<file path="config.mk">
export PLATFORM = sky130hd
export DESIGN_NAME = rsc_ctrl
export DESIGN_NICKNAME = d
export VERILOG_FILES = /design/src/hdl/rsc_pkg.sv /design/src/hdl/rsc_ctrl.sv
export SDC_FILE = /design/constraint.sdc
export NUM_CORES = 1
export LEC_CHECK = 0
export BUFFER_PORTS_ARGS = -buffer_cell sky130_fd_sc_hd__buf_2
export CORE_AREA = 2 2 39 41
export CTS_BUF_LIST = sky130_fd_sc_hd__clkbuf_8
export CTS_CLUSTER_DIAMETER = 150
export DETAILED_ROUTE_END_ITERATION = 8
export DIE_AREA = 0 0 41 43
export PLACE_DENSITY = 0.51
export SLEW_MARGIN = 30
export SYNTH_ARGS = -nofsm -noshare
export SYNTH_HDL_FRONTEND = slang
export SYNTH_SLANG_ARGS = --single-unit
export TNS_END_PERCENT = 1
</file>
<file path="constraint.sdc">
create_clock -name clk -period 1.5 [get_ports clk]
set_clock_uncertainty 0.2 [all_clocks]
set_input_delay 0.075 -clock clk [delete_from_list [all_inputs] [get_ports clk]]
set_output_delay 0.075 -clock clk [all_outputs]
set_load 0.01 [all_outputs]
</file>
<file path="src/hdl/rsc_pkg.sv">
`timescale 1ns / 1ps
// shared types, constants and fixed-point helpers for the rigid/soft coupling force block
// no dependencies
package rsc_pkg;

  localparam int CB        = 21;          // bits per vector component, Q8.12
  localparam int VEC_W     = 3 * CB;
  localparam int FRAC      = 12;
  localparam int GAIN_FRAC = 8;
  localparam int GAIN_W    = 24;
  localparam int INV_W     = 20;
  localparam int IDX_W     = 12;
  localparam int VCNT_W    = 13;
  localparam int OPA_W     = CB + 1;
  localparam int OPB_W     = GAIN_W + 1;
  localparam int PROD_W    = OPA_W + OPB_W;
  localparam int ACC_W     = 48;
  localparam logic [INV_W-1:0] MAX_INV = INV_W'(1000000);

  localparam logic signed [ACC_W-1:0] SAT_HI = ACC_W'((2 ** (CB - 1)) - 1);
  localparam logic signed [ACC_W-1:0] SAT_LO = -SAT_HI - ACC_W'(1);
  localparam logic signed [ACC_W-1:0] HALF_F = ACC_W'(2 ** (FRAC - 1));
  localparam logic signed [ACC_W-1:0] HALF_G = ACC_W'(2 ** (GAIN_FRAC - 1));

  typedef enum logic [1:0] {
    FN_FRAME  = 2'd0,
    FN_ATTACH = 2'd1,
    FN_CACHE  = 2'd2,
    FN_NONE   = 2'd3
  } func_t;

  typedef enum logic [1:0] {
    REG_STIFF = 2'd0,
    REG_DAMP  = 2'd1,
    REG_INV   = 2'd2,
    REG_VCNT  = 2'd3
  } reg_idx_t;

  typedef enum logic [3:0] {
    ST_IDLE, ST_M0, ST_M1, ST_M2, ST_SUM, ST_TGT, ST_SPRING,
    ST_CR0, ST_CR1, ST_CR2, ST_VEL, ST_DAMP, ST_FORCE, ST_EMIT
  } state_t;

  typedef struct packed {
    state_t step;
    logic   load_frame;
    logic   load_item;
    logic   wr_cache;
  } cmd_t;

  typedef struct packed {
    logic out_free;
  } stat_t;

  typedef logic signed [CB-1:0] comp_t;

  function automatic comp_t sat_c(input logic signed [ACC_W-1:0] v);
    comp_t r;
    if (v > SAT_HI) r = SAT_HI[CB-1:0];
    else if (v < SAT_LO) r = SAT_LO[CB-1:0];
    else r = v[CB-1:0];
    return r;
  endfunction

  // round to nearest, ties up
  function automatic logic signed [ACC_W-1:0] rnd_f(input logic signed [ACC_W-1:0] v);
    logic signed [ACC_W-1:0] t;
    t = v + HALF_F;
    return t >>> FRAC;
  endfunction

  function automatic logic signed [ACC_W-1:0] rnd_g(input logic signed [ACC_W-1:0] v);
    logic signed [ACC_W-1:0] t;
    t = v + HALF_G;
    return t >>> GAIN_FRAC;
  endfunction

  function automatic comp_t comp(input logic [VEC_W-1:0] w, input int k);
    return w[k*CB +: CB];
  endfunction

endpackage

</file>
<file path="src/hdl/rsc_ctrl.sv">
`timescale 1ns / 1ps
// sequencer for one attachment word at a time
// depends on rsc_pkg
module rsc_ctrl (
  input  logic           clk,
  input  logic           rst,
  input  logic           s_tvalid,
  output logic           s_tready,
  input  logic [1:0]     func,
  input  logic           in_range,
  input  rsc_pkg::stat_t stat,
  output rsc_pkg::cmd_t  cmd
);
  import rsc_pkg::*;

  state_t state, state_next;
  logic   fire;

  always_ff @(posedge clk) begin
    if (rst) state <= ST_IDLE;
    else state <= state_next;
  end

  always_comb begin
    s_tready = (state == ST_IDLE);
    fire = s_tvalid && s_tready;
    cmd.step = state;
    cmd.load_frame = fire && (func == FN_FRAME);
    cmd.load_item = fire && (func == FN_ATTACH) && in_range;
    cmd.wr_cache = fire && (func == FN_CACHE) && in_range;
    state_next = state;
    unique case (state)
      ST_IDLE:   if (cmd.load_item) state_next = ST_M0;
      ST_M0:     state_next = ST_M1;
      ST_M1:     state_next = ST_M2;
      ST_M2:     state_next = ST_SUM;
      ST_SUM:    state_next = ST_TGT;
      ST_TGT:    state_next = ST_SPRING;
      ST_SPRING: state_next = ST_CR0;
      ST_CR0:    state_next = ST_CR1;
      ST_CR1:    state_next = ST_CR2;
      ST_CR2:    state_next = ST_VEL;
      ST_VEL:    state_next = ST_DAMP;
      ST_DAMP:   state_next = ST_FORCE;
      ST_FORCE:  state_next = ST_EMIT;
      ST_EMIT:   if (stat.out_free) state_next = ST_IDLE;
      default:   state_next = ST_IDLE;
    endcase
  end

  a_start: assert property (@(posedge clk) disable iff (rst)
    cmd.load_item |=> state == ST_M0) else $error("attachment did not start");
  a_emit: assert property (@(posedge clk) disable iff (rst)
    state == ST_EMIT && stat.out_free |=> state == ST_IDLE) else $error("emit stuck");
  a_busy: assert property (@(posedge clk) disable iff (rst)
    state != ST_IDLE |-> !cmd.load_frame && !cmd.wr_cache) else $error("load while busy");
endmodule

</file>
==> results.txt <==
----------------------------------------------------
[Synthesis]
  Most frequent cell after synthesis ... sky130_fd_sc_hd__nand2_1
  Most instantiated cells after synthesis ... sky130_fd_sc_hd__nand2_1 (6), sky130_fd_sc_hd__dfxtp_1 (4), sky130_fd_sc_hd__nor2_1 (3)
  Proportion of synthesized flip-flops having asynchronous set or reset ... 0
  Count of distinct cell types in the synthesized netlist ... 16
  Mean Syn Cell Area ... 8.37 sq um
  Proportion of netlist area held by the largest area contributor ... 0.330
  Cell Area, Synth ... 243 sq um
  Leading post-synthesis cells by cell area ... sky130_fd_sc_hd__dfxtp_1 (33%), sky130_fd_sc_hd__nor4b_2 (12%), sky130_fd_sc_hd__nand2_1 (9.3%)
  Number of flops mapped to enable cells by yosys ... 0
  Ys flop type ... sky130_fd_sc_hd__dfxtp_1
  Yosys warns ... 0
  Sequential fraction of the synthesis area ... 0.330
  Flop and latch count out of synthesis ... 4
  Post-synthesis instance total ... 29
  Cell taking the most area after synthesis ... sky130_fd_sc_hd__dfxtp_1
  Net count after synthesis ... 36

[Global routing]
  Overflow left after global routing ... 0
  Number of antenna violations at the first check in global routing ... 0
  Via count of the first global-routing pass ... 272
  Total routing resource utilization after global routing ... 0.0982
  Largest net degree at the start of global routing ... 9
  First-pass GRT wire length ... 1.10 mm

[Final layout]
  Area delta synth->final ... 83.5%
  Post-route insts no fill ... 67
  Layout cells sized above 1 ... 0.588
  Ant. Diodes ... 0
  Regs by FF count ... state: 4 flops
  Max reg flops ... 4
  End-of-flow core utilization ... 0.322
  Biggest register ... state
  Net total in the final layout ... 60

[Timing]
  Max-slew headroom ... 0.786
  Post-layout min period ... 1.75 ns
  RSZ-0062 raised after global routing ... true
  Setup violations, final ... 5
  Max Fclk ... 570 MHz
  Count of final max-slew check failures ... 0
  Min setup slack post-route ... -0.253 ns
  Fraction of the cycle the final worst path needs ... 1.17
  Worst Hold Margin ... 0.0513 ns
  Worst Tran Pin Value ... 0.313 ns
  Final Hold Fails ... 0

[Worst setup path]
  Delay contributed by the slowest stage of the critical path ... 0.58 ns
  Cell with the largest stage delay on the worst path ... sky130_fd_sc_hd__or4_4
  Register-to-register path setup slack ... -0.05 ns
  Sort of element at the end of the critical path ... output pin
  Signal arrival time at the worst endpoint ... 1.48 ns
  Worst Path Required ... 1.22 ns
  Crit path launch type ... flip-flop
  Biggest fanout along the worst timing path ... 3
  Critical path class ... flip-flop to output pin
  Chain of cells forming the critical path ... or4_4 -> nor4b_4 -> buf_2
  Reg2Reg Depth ... 5

[Clock network]
  H-tree depth reported by CTS ... 1
  Root Buffer ... sky130_fd_sc_hd__clkbuf_8
  Source-to-sink clock delay at the later pin of the worst-skew pair ... 0.22 ns
  Clock transition at the registers of the reported paths ... 0.03 ns
  Clock tree from TritonCTS ... yes
  Number of clock sinks seen by CTS ... 4
  TritonCTS Buffers ... 3
  Bufs on Longest Clock Path ... 2

[Placed design]
  GP Congestion ... 0.768
  Setup slack after placement ... -0.0795 ns
  Placed Cells incl. Taps ... 62
  Detailed-placement wirelength estimate ... 536 um
  Port Buffer Count ... 14

[Route]
  Vias post-DR ... 295
  Count of routing violations after the opening detailed-route iteration ... 2
  Post-DRT Antenna Nets ... 0
  Number of design rule violations left after detail routing ... 0
  Detailed Routing Iterations Pass 1 ... 4
  Per-cell routed wire length ... 10.9 um
  Detailed Route WL ... 730 um
  Vias per inst ... 4.40

[Pwr]
  Worst IR Drop VDD ... 0.000396 V
  Leakage ... 0.220 nW
  PD cells ... 1660 nW/um^2
  Final total power ... 739 uW

[Floorplanning]
  Initial core utilization ... 0.175
  Top Ports ... 15
  Total die area ... 1760 sq um
  Die extent in x ... 41 um
  Number of standard-cell rows in the floorplan ... 14
  Die outline height ... 43 um
  Placeable core region ... 1380 sq um

[Worst hold path]
  Hold WC Path Type ... input pin to flip-flop
  Worst Hold Depth ... 4

[Flow run]
  Max-cap viol count ... 0

[Outcome]
  Violations in the final reports ... negative setup slack
  Outcome ... finished, violations left

----------------------------------------------------
[cell usage in the layout, fill, tap and decap left out]
cell	synthesis	layout
sky130_fd_sc_hd__buf_2	0	13
sky130_fd_sc_hd__nand2_1	6	6
sky130_fd_sc_hd__buf_4	0	4
sky130_fd_sc_hd__clkbuf_8	0	3
sky130_fd_sc_hd__nor4b_4	0	2
sky130_fd_sc_hd__o21ai_0	2	2
sky130_fd_sc_hd__a21oi_1	2	2
sky130_fd_sc_hd__nor2_1	3	2
sky130_fd_sc_hd__buf_6	1	2
sky130_fd_sc_hd__dfxtp_1	4	2
sky130_fd_sc_hd__dfxtp_2	0	2
sky130_fd_sc_hd__or4_4	1	1
sky130_fd_sc_hd__inv_4	0	1
sky130_fd_sc_hd__nand4b_1	1	1
sky130_fd_sc_hd__nor2_2	0	1
sky130_fd_sc_hd__a31oi_1	1	1
sky130_fd_sc_hd__and3_1	1	1
sky130_fd_sc_hd__and3_2	1	1
sky130_fd_sc_hd__a2111oi_0	1	1
sky130_fd_sc_hd__xor2_1	1	1
sky130_fd_sc_hd__o22ai_1	1	1
sky130_fd_sc_hd__dlygate4sd3_1	0	1
[power breakdown]
group / switching, mW / internal (mW) / total, mW
sequential: 0.0169 / 0.131 / 0.148
combinational: 0.177 / 0.186 / 0.364
clock: 0.0564 / 0.171 / 0.227
total: 0.251 / 0.489 / 0.739
[final timing paths]
kind | end | from
setup / recovery | cmd[0] | state[3]
hold / removal | state[3] | stat
hold reg to reg | state[2] | state[3]
setup reg to reg | state[0] | state[3]
[final cells by class]
type / instances / area, sq um
repair buffers: 20 / 128
well taps: 16 / 20.0
clock buffers: 3 / 41.3
flip-flops and latches: 4 / 82.6
fillers: 161 / 938
inverters: 1 / 6.26
multi-input cells: 23 / 168
[repair_timing]
| action | 4_1_cts | 5_1_grt |
|---|---|---|
| hold buffers | 1 | 0 |
| endpoints found under the setup margin | 4 | 5 |
| pin swaps | 3 | 1 |
| gates resized for setup | 2 | 2 |
| buffers inserted | 1 | 0 |
| endpoints found under the hold margin | 3 | 0 |
[logic make-up (layout without fill, tap and decap cells)]
kind of cell / after synthesis / count (layout) / share of synthesized area
XOR/XNOR: 1 / 1 / 0.0361
AO/OA/AOI/OAI: 7 / 7 / 0.170
flip-flops: 4 / 4 / 0.330
AND/OR/NAND/NOR: 15 / 15 / 0.402
buffers and inverters: 2 / 24 / 0.0618
[through the flow]
stage / cell area [sq um] / setup TNS, ns
detailed placement: 373 / -0.110
CTS: 442 / -1.01
global route: 445 / -1.13
floorplan: 264 / -0.157
finish: 445 / -0.934
global placement: 373 / -0.102
[critical path, delay by kind of cell, from the launching register on]
kind | cells | cell delay [ns]
buffers and inverters | 1 | 0.16
flip-flops | 1 | 0.31
AND/OR/NAND/NOR | 2 | 0.79
[per-layer routing]
metal / vias to the layer above / track usage / part of all wire
li1: 152 / - / -
met1: 134 / 0.0990 / 0.38
met2: 7 / 0.150 / 0.55
met3: 2 / 0.0366 / 0.055
met4: 0 / 0.0800 / 0.014
met5: - / 0 / 0
Power figures use the tool's default switching activity.
